**src/rtl/rhc_pkg.sv**
```systemverilog
// Package for the RGB to HSV converter: constants, item types and sector codes.
`timescale 1ns / 1ps
package rhc_pkg;

  localparam int CHANNEL_BITS  = 8;
  localparam int HUE_FRAC_BITS = 6;
  localparam int SAT_BITS      = 12;
  localparam int HUE_W         = 15;
  localparam int SAT_W         = 13;
  localparam int VAL_W         = 8;

  localparam int QH_BITS = HUE_FRAC_BITS + 6;
  localparam int QS_BITS = SAT_BITS + 1;
  localparam int STEPS   = (QH_BITS > QS_BITS) ? QH_BITS : QS_BITS;
  localparam int REM_W   = CHANNEL_BITS + STEPS;
  localparam int HSUM_W  = HUE_FRAC_BITS + 11;

  localparam int HUE_UNIT  = 1 << HUE_FRAC_BITS;
  localparam int HUE_60    = 60 * HUE_UNIT;
  localparam int HUE_120   = 120 * HUE_UNIT;
  localparam int HUE_240   = 240 * HUE_UNIT;
  localparam int HUE_360   = 360 * HUE_UNIT;
  localparam int SAT_ONE   = 1 << SAT_BITS;

  typedef logic [1:0] sector_t;
  localparam sector_t SEC_RED   = 2'd0;
  localparam sector_t SEC_GREEN = 2'd1;
  localparam sector_t SEC_BLUE  = 2'd2;

  typedef struct packed {
    logic [CHANNEL_BITS-1:0] red_in;
    logic [CHANNEL_BITS-1:0] green_in;
    logic [CHANNEL_BITS-1:0] blue_in;
  } pixel_t;

  typedef struct packed {
    logic [HUE_W-1:0] hue_out;
    logic [SAT_W-1:0] saturation_out;
    logic [VAL_W-1:0] value_out;
  } hsv_t;

  typedef struct packed {
    logic [REM_W-1:0]        rem_h;
    logic [REM_W-1:0]        rem_s;
    logic [CHANNEL_BITS-1:0] den_h;
    logic [CHANNEL_BITS-1:0] den_s;
    logic [STEPS-1:0]        q_h;
    logic [STEPS-1:0]        q_s;
    logic                    neg;
    logic                    zero;
    sector_t                 sector;
  } work_t;

endpackage

```
**src/rtl/rhc_front.sv**
```systemverilog
// Front cell: max, min, delta, sector and dividends of one pixel.
`timescale 1ns / 1ps
module rhc_front import rhc_pkg::*; (
  input  logic   clk,
  input  logic   rst,
  input  logic   en,
  input  logic   valid_in,
  input  pixel_t pixel,
  output logic   valid,
  output work_t  work
);

  logic [CHANNEL_BITS-1:0] r, g, b, hi, lo, delta, absd;
  logic                    neg;
  sector_t                 sector;
  work_t                   work_next;

  always_comb begin
    r = pixel.red_in[CHANNEL_BITS-1:0];
    g = pixel.green_in[CHANNEL_BITS-1:0];
    b = pixel.blue_in[CHANNEL_BITS-1:0];
    hi = r;
    lo = r;
    if (g > hi) hi = g;
    if (b > hi) hi = b;
    if (g < lo) lo = g;
    if (b < lo) lo = b;
    delta = hi - lo;
    if (hi == r) begin
      sector = SEC_RED;
      neg = b > g;
      absd = neg ? b - g : g - b;
    end else if (hi == g) begin
      sector = SEC_GREEN;
      neg = r > b;
      absd = neg ? r - b : b - r;
    end else begin
      sector = SEC_BLUE;
      neg = g > r;
      absd = neg ? g - r : r - g;
    end
    work_next.rem_h  = REM_W'(absd) * REM_W'(HUE_60);
    work_next.rem_s  = REM_W'(delta) << SAT_BITS;
    work_next.den_h  = delta;
    work_next.den_s  = hi;
    work_next.q_h    = '0;
    work_next.q_s    = '0;
    work_next.neg    = neg;
    work_next.zero   = (delta == '0);
    work_next.sector = sector;
  end

  always_ff @(posedge clk) begin
    if (rst) begin
      valid <= 1'b0;
    end else if (en) begin
      valid <= valid_in;
    end
  end

  always_ff @(posedge clk) begin
    if (en) begin
      work <= work_next;
    end
  end

endmodule

```
**src/rtl/rhc_div_cell.sv**
```systemverilog
// Divider cell: one restoring quotient bit for both hue and saturation.
`timescale 1ns / 1ps
module rhc_div_cell import rhc_pkg::*; #(
  parameter int BIT = 0
) (
  input  logic  clk,
  input  logic  rst,
  input  logic  en,
  input  logic  valid_in,
  input  work_t work_in,
  output logic  valid,
  output work_t work
);

  logic [REM_W-1:0] sh_h, sh_s;
  logic             bit_h, bit_s;
  work_t            work_next;

  always_comb begin
    sh_h  = REM_W'(work_in.den_h) << BIT;
    sh_s  = REM_W'(work_in.den_s) << BIT;
    bit_h = work_in.rem_h >= sh_h;
    bit_s = work_in.rem_s >= sh_s;
    work_next       = work_in;
    work_next.rem_h = bit_h ? work_in.rem_h - sh_h : work_in.rem_h;
    work_next.rem_s = bit_s ? work_in.rem_s - sh_s : work_in.rem_s;
    work_next.q_h   = {work_in.q_h[STEPS-2:0], bit_h};
    work_next.q_s   = {work_in.q_s[STEPS-2:0], bit_s};
  end

  always_ff @(posedge clk) begin
    if (rst) begin
      valid <= 1'b0;
    end else if (en) begin
      valid <= valid_in;
    end
  end

  always_ff @(posedge clk) begin
    if (en) begin
      work <= work_next;
    end
  end

endmodule

```
**src/rtl/rgb_to_hsv_convert.sv**
```systemverilog
// Top level: RGB to HSV converter, front cell, divider cell chain, hue fixup.
// Stages: front cell, one divider cell per quotient bit, output register.
// Throughput: one item per cycle; the whole chain holds while the output stalls.
// Reset: synchronous rst clears all valid bits; payload registers keep contents.
`timescale 1ns / 1ps
module rgb_to_hsv_convert import rhc_pkg::*; (
  input  logic   clk,
  input  logic   rst,
  input  pixel_t pixel,
  input  logic   pixel_valid,
  output logic   pixel_stall,
  output hsv_t   hsv,
  output logic   hsv_valid,
  input  logic   hsv_stall
);

  logic              en;
  logic [STEPS:0]    vld;
  work_t             wk [STEPS+1];
  logic signed [HSUM_W-1:0] off, hue_sum, hue_fix;
  work_t             last;
  hsv_t              hsv_next;

  assign en          = !(hsv_valid && hsv_stall);
  assign pixel_stall = !en;

  rhc_front u_front (
    .clk(clk), .rst(rst), .en(en), .valid_in(pixel_valid), .pixel(pixel),
    .valid(vld[0]), .work(wk[0])
  );

  for (genvar k = 0; k < STEPS; k++) begin : g_cell
    rhc_div_cell #(.BIT(STEPS - 1 - k)) u_cell (
      .clk(clk), .rst(rst), .en(en), .valid_in(vld[k]), .work_in(wk[k]),
      .valid(vld[k+1]), .work(wk[k+1])
    );
  end

  always_comb begin
    last = wk[STEPS];
    case (last.sector)
      SEC_GREEN: off = HSUM_W'(HUE_120);
      SEC_BLUE:  off = HSUM_W'(HUE_240);
      default:   off = '0;
    endcase
    hue_sum = last.neg ? off - $signed(HSUM_W'(last.q_h)) : off + $signed(HSUM_W'(last.q_h));
    hue_fix = (hue_sum < 0) ? hue_sum + HSUM_W'(HUE_360) : hue_sum;
    hsv_next.value_out      = VAL_W'(last.den_s);
    hsv_next.hue_out        = last.zero ? '0 : HUE_W'(hue_fix);
    hsv_next.saturation_out = last.zero ? '0 : SAT_W'(last.q_s);
  end

  always_ff @(posedge clk) begin
    if (rst) begin
      hsv_valid <= 1'b0;
    end else if (en) begin
      hsv_valid <= vld[STEPS];
    end
  end

  always_ff @(posedge clk) begin
    if (en) begin
      hsv <= hsv_next;
    end
  end

  a_sat_range: assert property (@(posedge clk) disable iff (rst)
    hsv_valid |-> (hsv.saturation_out <= SAT_W'(SAT_ONE)))
    else $error("saturation above one");

  a_hue_range: assert property (@(posedge clk) disable iff (rst)
    hsv_valid |-> (hsv.hue_out < HUE_W'(HUE_360)))
    else $error("hue not below 360 degrees");

  a_black: assert property (@(posedge clk) disable iff (rst)
    (hsv_valid && hsv.value_out == '0) |-> (hsv.saturation_out == '0 && hsv.hue_out == '0))
    else $error("black pixel with nonzero hue or saturation");

endmodule
```
**config.mk**
```make
export PLATFORM = sky130hd
export DESIGN_NAME = rgb_to_hsv_convert
export DESIGN_NICKNAME = d
export VERILOG_FILES = /design/src/rtl/rhc_pkg.sv /design/src/rtl/rhc_front.sv /design/src/rtl/rhc_div_cell.sv /design/src/rtl/rgb_to_hsv_convert.sv
export SDC_FILE = /design/constraint.sdc
export NUM_CORES = 2
export LEC_CHECK = 0
export BUFFER_PORTS_ARGS = -buffer_cell sky130_fd_sc_hd__buf_2
export CAP_MARGIN = 20
export CORE_MARGIN = 2
export CORE_UTILIZATION = 64
export CTS_CLUSTER_DIAMETER = 100
export DETAILED_ROUTE_END_ITERATION = 10
export PLACE_DENSITY = 0.79
export SYNTH_ARGS = -nofsm -noshare
export SYNTH_HDL_FRONTEND = slang
export SYNTH_SLANG_ARGS = --single-unit
export TNS_END_PERCENT = 1
```
**constraint.sdc**
```tcl
create_clock -name clk -period 39.2 [get_ports clk]
set_input_delay 7.84 -clock clk [delete_from_list [all_inputs] [get_ports clk]]
set_output_delay 7.84 -clock clk [all_outputs]
set_load 0.01 [all_outputs]
```
# --- Word-level counts from Yosys, hierarchy flattened ---
# Cells that the tools add are included.
totals:
  word_cells: 253
  register_bits: 1021
  output_inout_bits: 38
op_classes:
  magnitude_cmp: 33
  n_mux: 39
  addsub: 34
  multipliers: 1
  reduce_logical: 2
  n_eq_ne: 4
ops:
  columns: ["op", "n"]
  rows:
  - ["$mux 21", 22]
  - ["$mux 8", 9]
  - ["$sub 8x8->8", 7]
  - ["$ge 21x10->1", 2]
  - ["$ge 21x11->1", 2]
  - ["$ge 21x12->1", 2]
  - ["$ge 21x13->1", 2]
  - ["$ge 21x14->1", 2]
  - ["$ge 21x15->1", 2]
  - ["$ge 21x16->1", 2]
  - ["$ge 21x17->1", 2]
  - ["$ge 21x18->1", 2]
  - ["$ge 21x19->1", 2]
  - ["$ge 21x8->1", 2]
  - ["$ge 21x9->1", 2]
  - ["$sub 20x20->21", 2]
  - ["$sub 21x10->21", 2]
  - ["$sub 21x11->21", 2]
  - ["$sub 21x12->21", 2]
  - ["$sub 21x13->21", 2]
  - ["$sub 21x14->21", 2]
  - ["$sub 21x15->21", 2]
  - ["$sub 21x16->21", 2]
  - ["$sub 21x17->21", 2]
  - ["other kinds (22)", 33]

# --- Depth between registers and ports, before layout ---
logic_depth:
  depth_word: 8
  depth_mapped: 38

# --- By module ---
# A second synthesis with hierarchy kept.
unflattened:
  hier_cells: 4455
  hier_area_um2: 59824.9
by_module_without_submodules:
  columns: ["module", "instances", "seq_area_each_um2", "cells_per_inst", "area_each_um2"]
  rows:
  - ["rhc_front", 1, 980.9, 614, 5391.4]
  - ["rhc_div_cell (g_cell[12].u_cell)", 1, 2662.6, 318, 4287.9]
  - ["rhc_div_cell (g_cell[11].u_cell)", 1, 2662.6, 312, 4204.0]
  - ["rhc_div_cell (g_cell[10].u_cell)", 1, 2662.6, 312, 4187.8]
  - ["rhc_div_cell (g_cell[7].u_cell)", 1, 2662.6, 312, 4139.0]
  - ["rhc_div_cell (g_cell[5].u_cell)", 1, 2662.6, 272, 4057.6]
  - ["rhc_div_cell (g_cell[9].u_cell)", 1, 2662.6, 298, 4047.6]
  - ["rhc_div_cell (g_cell[8].u_cell)", 1, 2662.6, 288, 4013.8]
  - ["rhc_div_cell (g_cell[6].u_cell)", 1, 2662.6, 272, 3997.6]
  - ["rhc_div_cell (g_cell[4].u_cell)", 1, 2662.6, 277, 3951.3]
  - ["rhc_div_cell (g_cell[1].u_cell)", 1, 2662.6, 249, 3915.0]
  - ["rhc_div_cell (g_cell[2].u_cell)", 1, 2662.6, 250, 3882.5]
  - ["rhc_div_cell (g_cell[3].u_cell)", 1, 2662.6, 258, 3796.1]
  - ["rhc_div_cell (g_cell[0].u_cell)", 1, 2662.6, 230, 3774.9]
  - ["rgb_to_hsv_convert", 1, 1101.1, 193, 2178.3]

# --- Worst setup path after synthesis ---
# OpenSTA, ideal clock, no wires.
synth_path:
  path_kind: "input -> register"
  startpoint: "input port hsv_stall"
  endpoint: "register g_cell[0].u_cell.work[0] in the netlist's numbering, enable pin"
  setup_slack_ns: 6.365
  arrival_time_ns: 31.276
  setup_ns: 1.559
  path_buffers: 1
  path_stages: 2
  cell_sequence: "nand2_1 -> clkbuf_1"
synth_via:
  elab_chain_len: 1
synth_rtl:
  columns: ["item", "line_no", "source"]
  rows:
  - ["from (decl)", "rgb_to_hsv_convert.sv:14", "input logic hsv_stall"]
  - ["$logic_and 1x1->1", "rgb_to_hsv_convert.sv:24", "assign en = !(hsv_valid && hsv_stall);"]
  - ["to (signal assigned)", "rhc_div_cell.sv:41", "work <= work_next;"]
  - ["to (decl)", "rhc_div_cell.sv:12", "output work_t work"]
# No other way between the ends.
# A chain may end at the register's enable or synchronous reset.

# --- Final worst setup path ---
layout_path:
  startpoint: "input port hsv_stall"
  endpoint: "output port pixel_stall"
layout_via:
  elab_chain_len: 1
layout_rtl:
  columns: ["item", "line_no", "source"]
  rows:
  - ["$logic_and 1x1->1", "rgb_to_hsv_convert.sv:24", null]
  - ["to (decl)", "rgb_to_hsv_convert.sv:11", "output logic pixel_stall,"]
# No other way between the ends.

==> results.md <==
- Placer Congestion: 0.936
- DRC Markers: 0
- Setup TNS: 0 ps
- Hold-fix buffers at CTS: 0
- Synthesized net count: 4065
- Port Buf Inserts: 65
- Via density per instance: 5.62
- # rows: 96
- MaxCap Viol Count: 0
- Final period util: 0.425
- Yosys reg bits: 875
- CP Launch Type: input port
- Syn-to-layout area delta: 9.32%
- RSZ-0062 raised after global routing: false
- Slowest stage delay, CP: 320 ps
- Final WL: 78.6 mm
- Reg clk slew, reported paths: 60 ps
- Async S/R FF share, synth: 0
- Final ANT Viol Nets: 0
- # Post-CTS Setup Buffers: 0
- Root Buffer: clkbuf_16
- CP delay by family, top: buffers and inverters
- EDFF count, synth: 860
- Fin Hold WS: 413 ps
- CP bufs+invs: 3
- Die Y: 268 um
- Final max-slew violation count: 0
- Num CTS Buffers: 88
- Largest net degree at the start of global routing: 230
- Post-Syn Area per Cell: 12.1 um2
- Cell variety after synth: 85
- Max IR drop VDD: 56.0 uV
- Warnings from Yosys: 0
- CP max FO: 31
- Core area: 68900 um2
- Die width: 268 um
- Syn Std Cell Area: 44700 um2
- Dpl hpwl: 56.7 mm
- Worst Path Arrival: 8820 ps
- Commonest cells after routing, fill and taps aside: 860 x edfxtp_1, 422 x inv_1, 302 x ha_1
- Pleak: 19.8 nW
- Max-slew headroom: 0.237
- CTS tree: yes
- CP most frequent cell: buf_2
- Critical Path RT: 31360 ps
- Share of layout cells above drive strength 1: 0.0712
- Slowest CP cell: inv_1
- Clock Skew: 24.9 ps
- Max Freq: 0.0600 GHz
- Clock sink count: 875
- Dominant synthesized flop cell: edfxtp_1
- Drt pass-1 iters: 7
- Drt initial violations: 1620
- Final hold violation count: 0
- Clock Latency Late Sink: 630 ps
- Worst Setup End Kind: output port
- Global-route wire length before repair: 130 mm
- Actual slew at the worst max-slew pin: 1140 ps
- Clock period minus worst slack: 16660 ps
- Cell count after synthesis: 3693
- Crit path kind: input port to output port
- Resize count post-CTS: 0
- Initial core utilization: 0.649
- Vias in the first global route: 27093
- Antenna diode count: 0
- Grt ovf: 0
- Antenna violations before repair: 0
- CTS max path bufs: 3
- Commonest non-fill, non-tap cell in the layout: edfxtp_1
- Total GRT Usage: 0.225
- Area of the die: 72000 um2
- Final setup fails: 0
- Avg WL per Cell: 16.4 um
- H-tree levels: 3
- Final #Nets: 4180
- Via count: 26997
- Worst-path cell chain: buf_2, nand2_4, inv_1, buf_2
- Hold Path Class: flop to flop
- Status: finished, final reports clean
- Sequential area share after synthesis: 0.584
- Cell Pwr Density: 90.4 nW/um2
- I/O Pins: 66
==> kinds of logic after synthesis <==
kind of cell,synth area share
XOR/XNOR,0.0556
multiplexers,0.0141
adder cells (fa/ha/maj),0.104
AND/OR/NAND/NOR,0.108
flip-flops,0.584
buffers and inverters,0.0409
AO/OA/AOI/OAI,0.0935
==> layer usage <==
layer  track usage  share of wire  vias up
met5             0              0        -
met4        0.0874          0.035        0
met3        0.0298          0.036      178
met2         0.431           0.53      526
met1         0.252           0.40    12807
li1              -              -    13486
==> worst register-to-register path: cells and delay by family (launching register included) <==
kind            cells  cell delay (ps)
simple gates        7             2340
flops               1              500
compound gates      1              500
xor+xnor            1              170
buf+inv             1               90
==> cells in the mapped netlist, drive strengths merged (41+ instances only) <==
| cell type | number | area (um2) |
|---|---|---|
| edfxtp | 860 | 25800 |
| inv | 424 | 1590 |
| ha | 302 | 3780 |
| nor2 | 273 | 1020 |
| nand2 | 231 | 867 |
| a21oi | 206 | 1050 |
| o21ai | 200 | 1010 |
| xnor2 | 143 | 1260 |
| xor2 | 140 | 1230 |
| nor2b | 78 | 488 |
| nor3 | 67 | 335 |
| a21boi | 60 | 450 |
| nor4 | 52 | 325 |
| clkbuf | 51 | 191 |
| nand2b | 49 | 307 |
| o31ai | 49 | 382 |
| nand3 | 46 | 243 |
| fa | 42 | 841 |
| a21o | 41 | 308 |
==> final cells by class <==
| cell class | instances | area, um2 |
|---|---|---|
| sequential | 875 | 26100 |
| fill | 4724 | 20100 |
| multi-input combinational | 2334 | 16800 |
| clock buffer | 109 | 2340 |
| inverter | 425 | 1600 |
| tap | 931 | 1160 |
| timing repair buffer | 84 | 493 |
| clock inverter | 47 | 355 |
==> worst paths after layout <==
| path | from | end | slack [ps] | depth (start not counted) |
|---|---|---|---|---|
| max | hsv_stall | pixel_stall | 22540 | 4 |
| min | g_cell[10].u_cell.work[4] | g_cell[11].u_cell.work[5] | 410 | 0 |
| max reg2reg | g_cell[10].u_cell.work[76] | g_cell[11].u_cell.work[79] | 35350 | 10 |
| min reg2reg | g_cell[10].u_cell.work[4] | g_cell[11].u_cell.work[5] | 410 | 0 |
==> report_power, final <==
group	total [W]	internal [W]	leakage, nW	switching [W]
clock network	0.000783	0.000451	1.32	0.000333
logic	0.00180	0.000817	9.55	0.000985
registers	0.00183	0.00160	8.90	0.000236
total	0.00442	0.00287	19.8	0.00155
==> registers in the layout, indices dropped and copies added, names as in the netlist <==
register,cells
g_cell.u_cell.work,792
g_cell.u_cell.valid,13
u_front.work,32
hsv_valid,1
hsv,36
u_front.valid,1
==> metrics by stage <==
stage          std cells  power [W]  worst slack (ps)  cell area [um2]  utilization
2_1_floorplan       3693    0.00319              6370            44700            -
3_3_place_gp        4648    0.00354             22480            46200        0.670
3_5_place_dp        4649    0.00363             22380            46200        0.670
4_1_cts             4805    0.00444             22510            48900        0.709
5_1_grt             4805    0.00477             22200            48900        0.709
6_report            4805    0.00442             22540            48900        0.709
(Power assumes the default switching activity.)
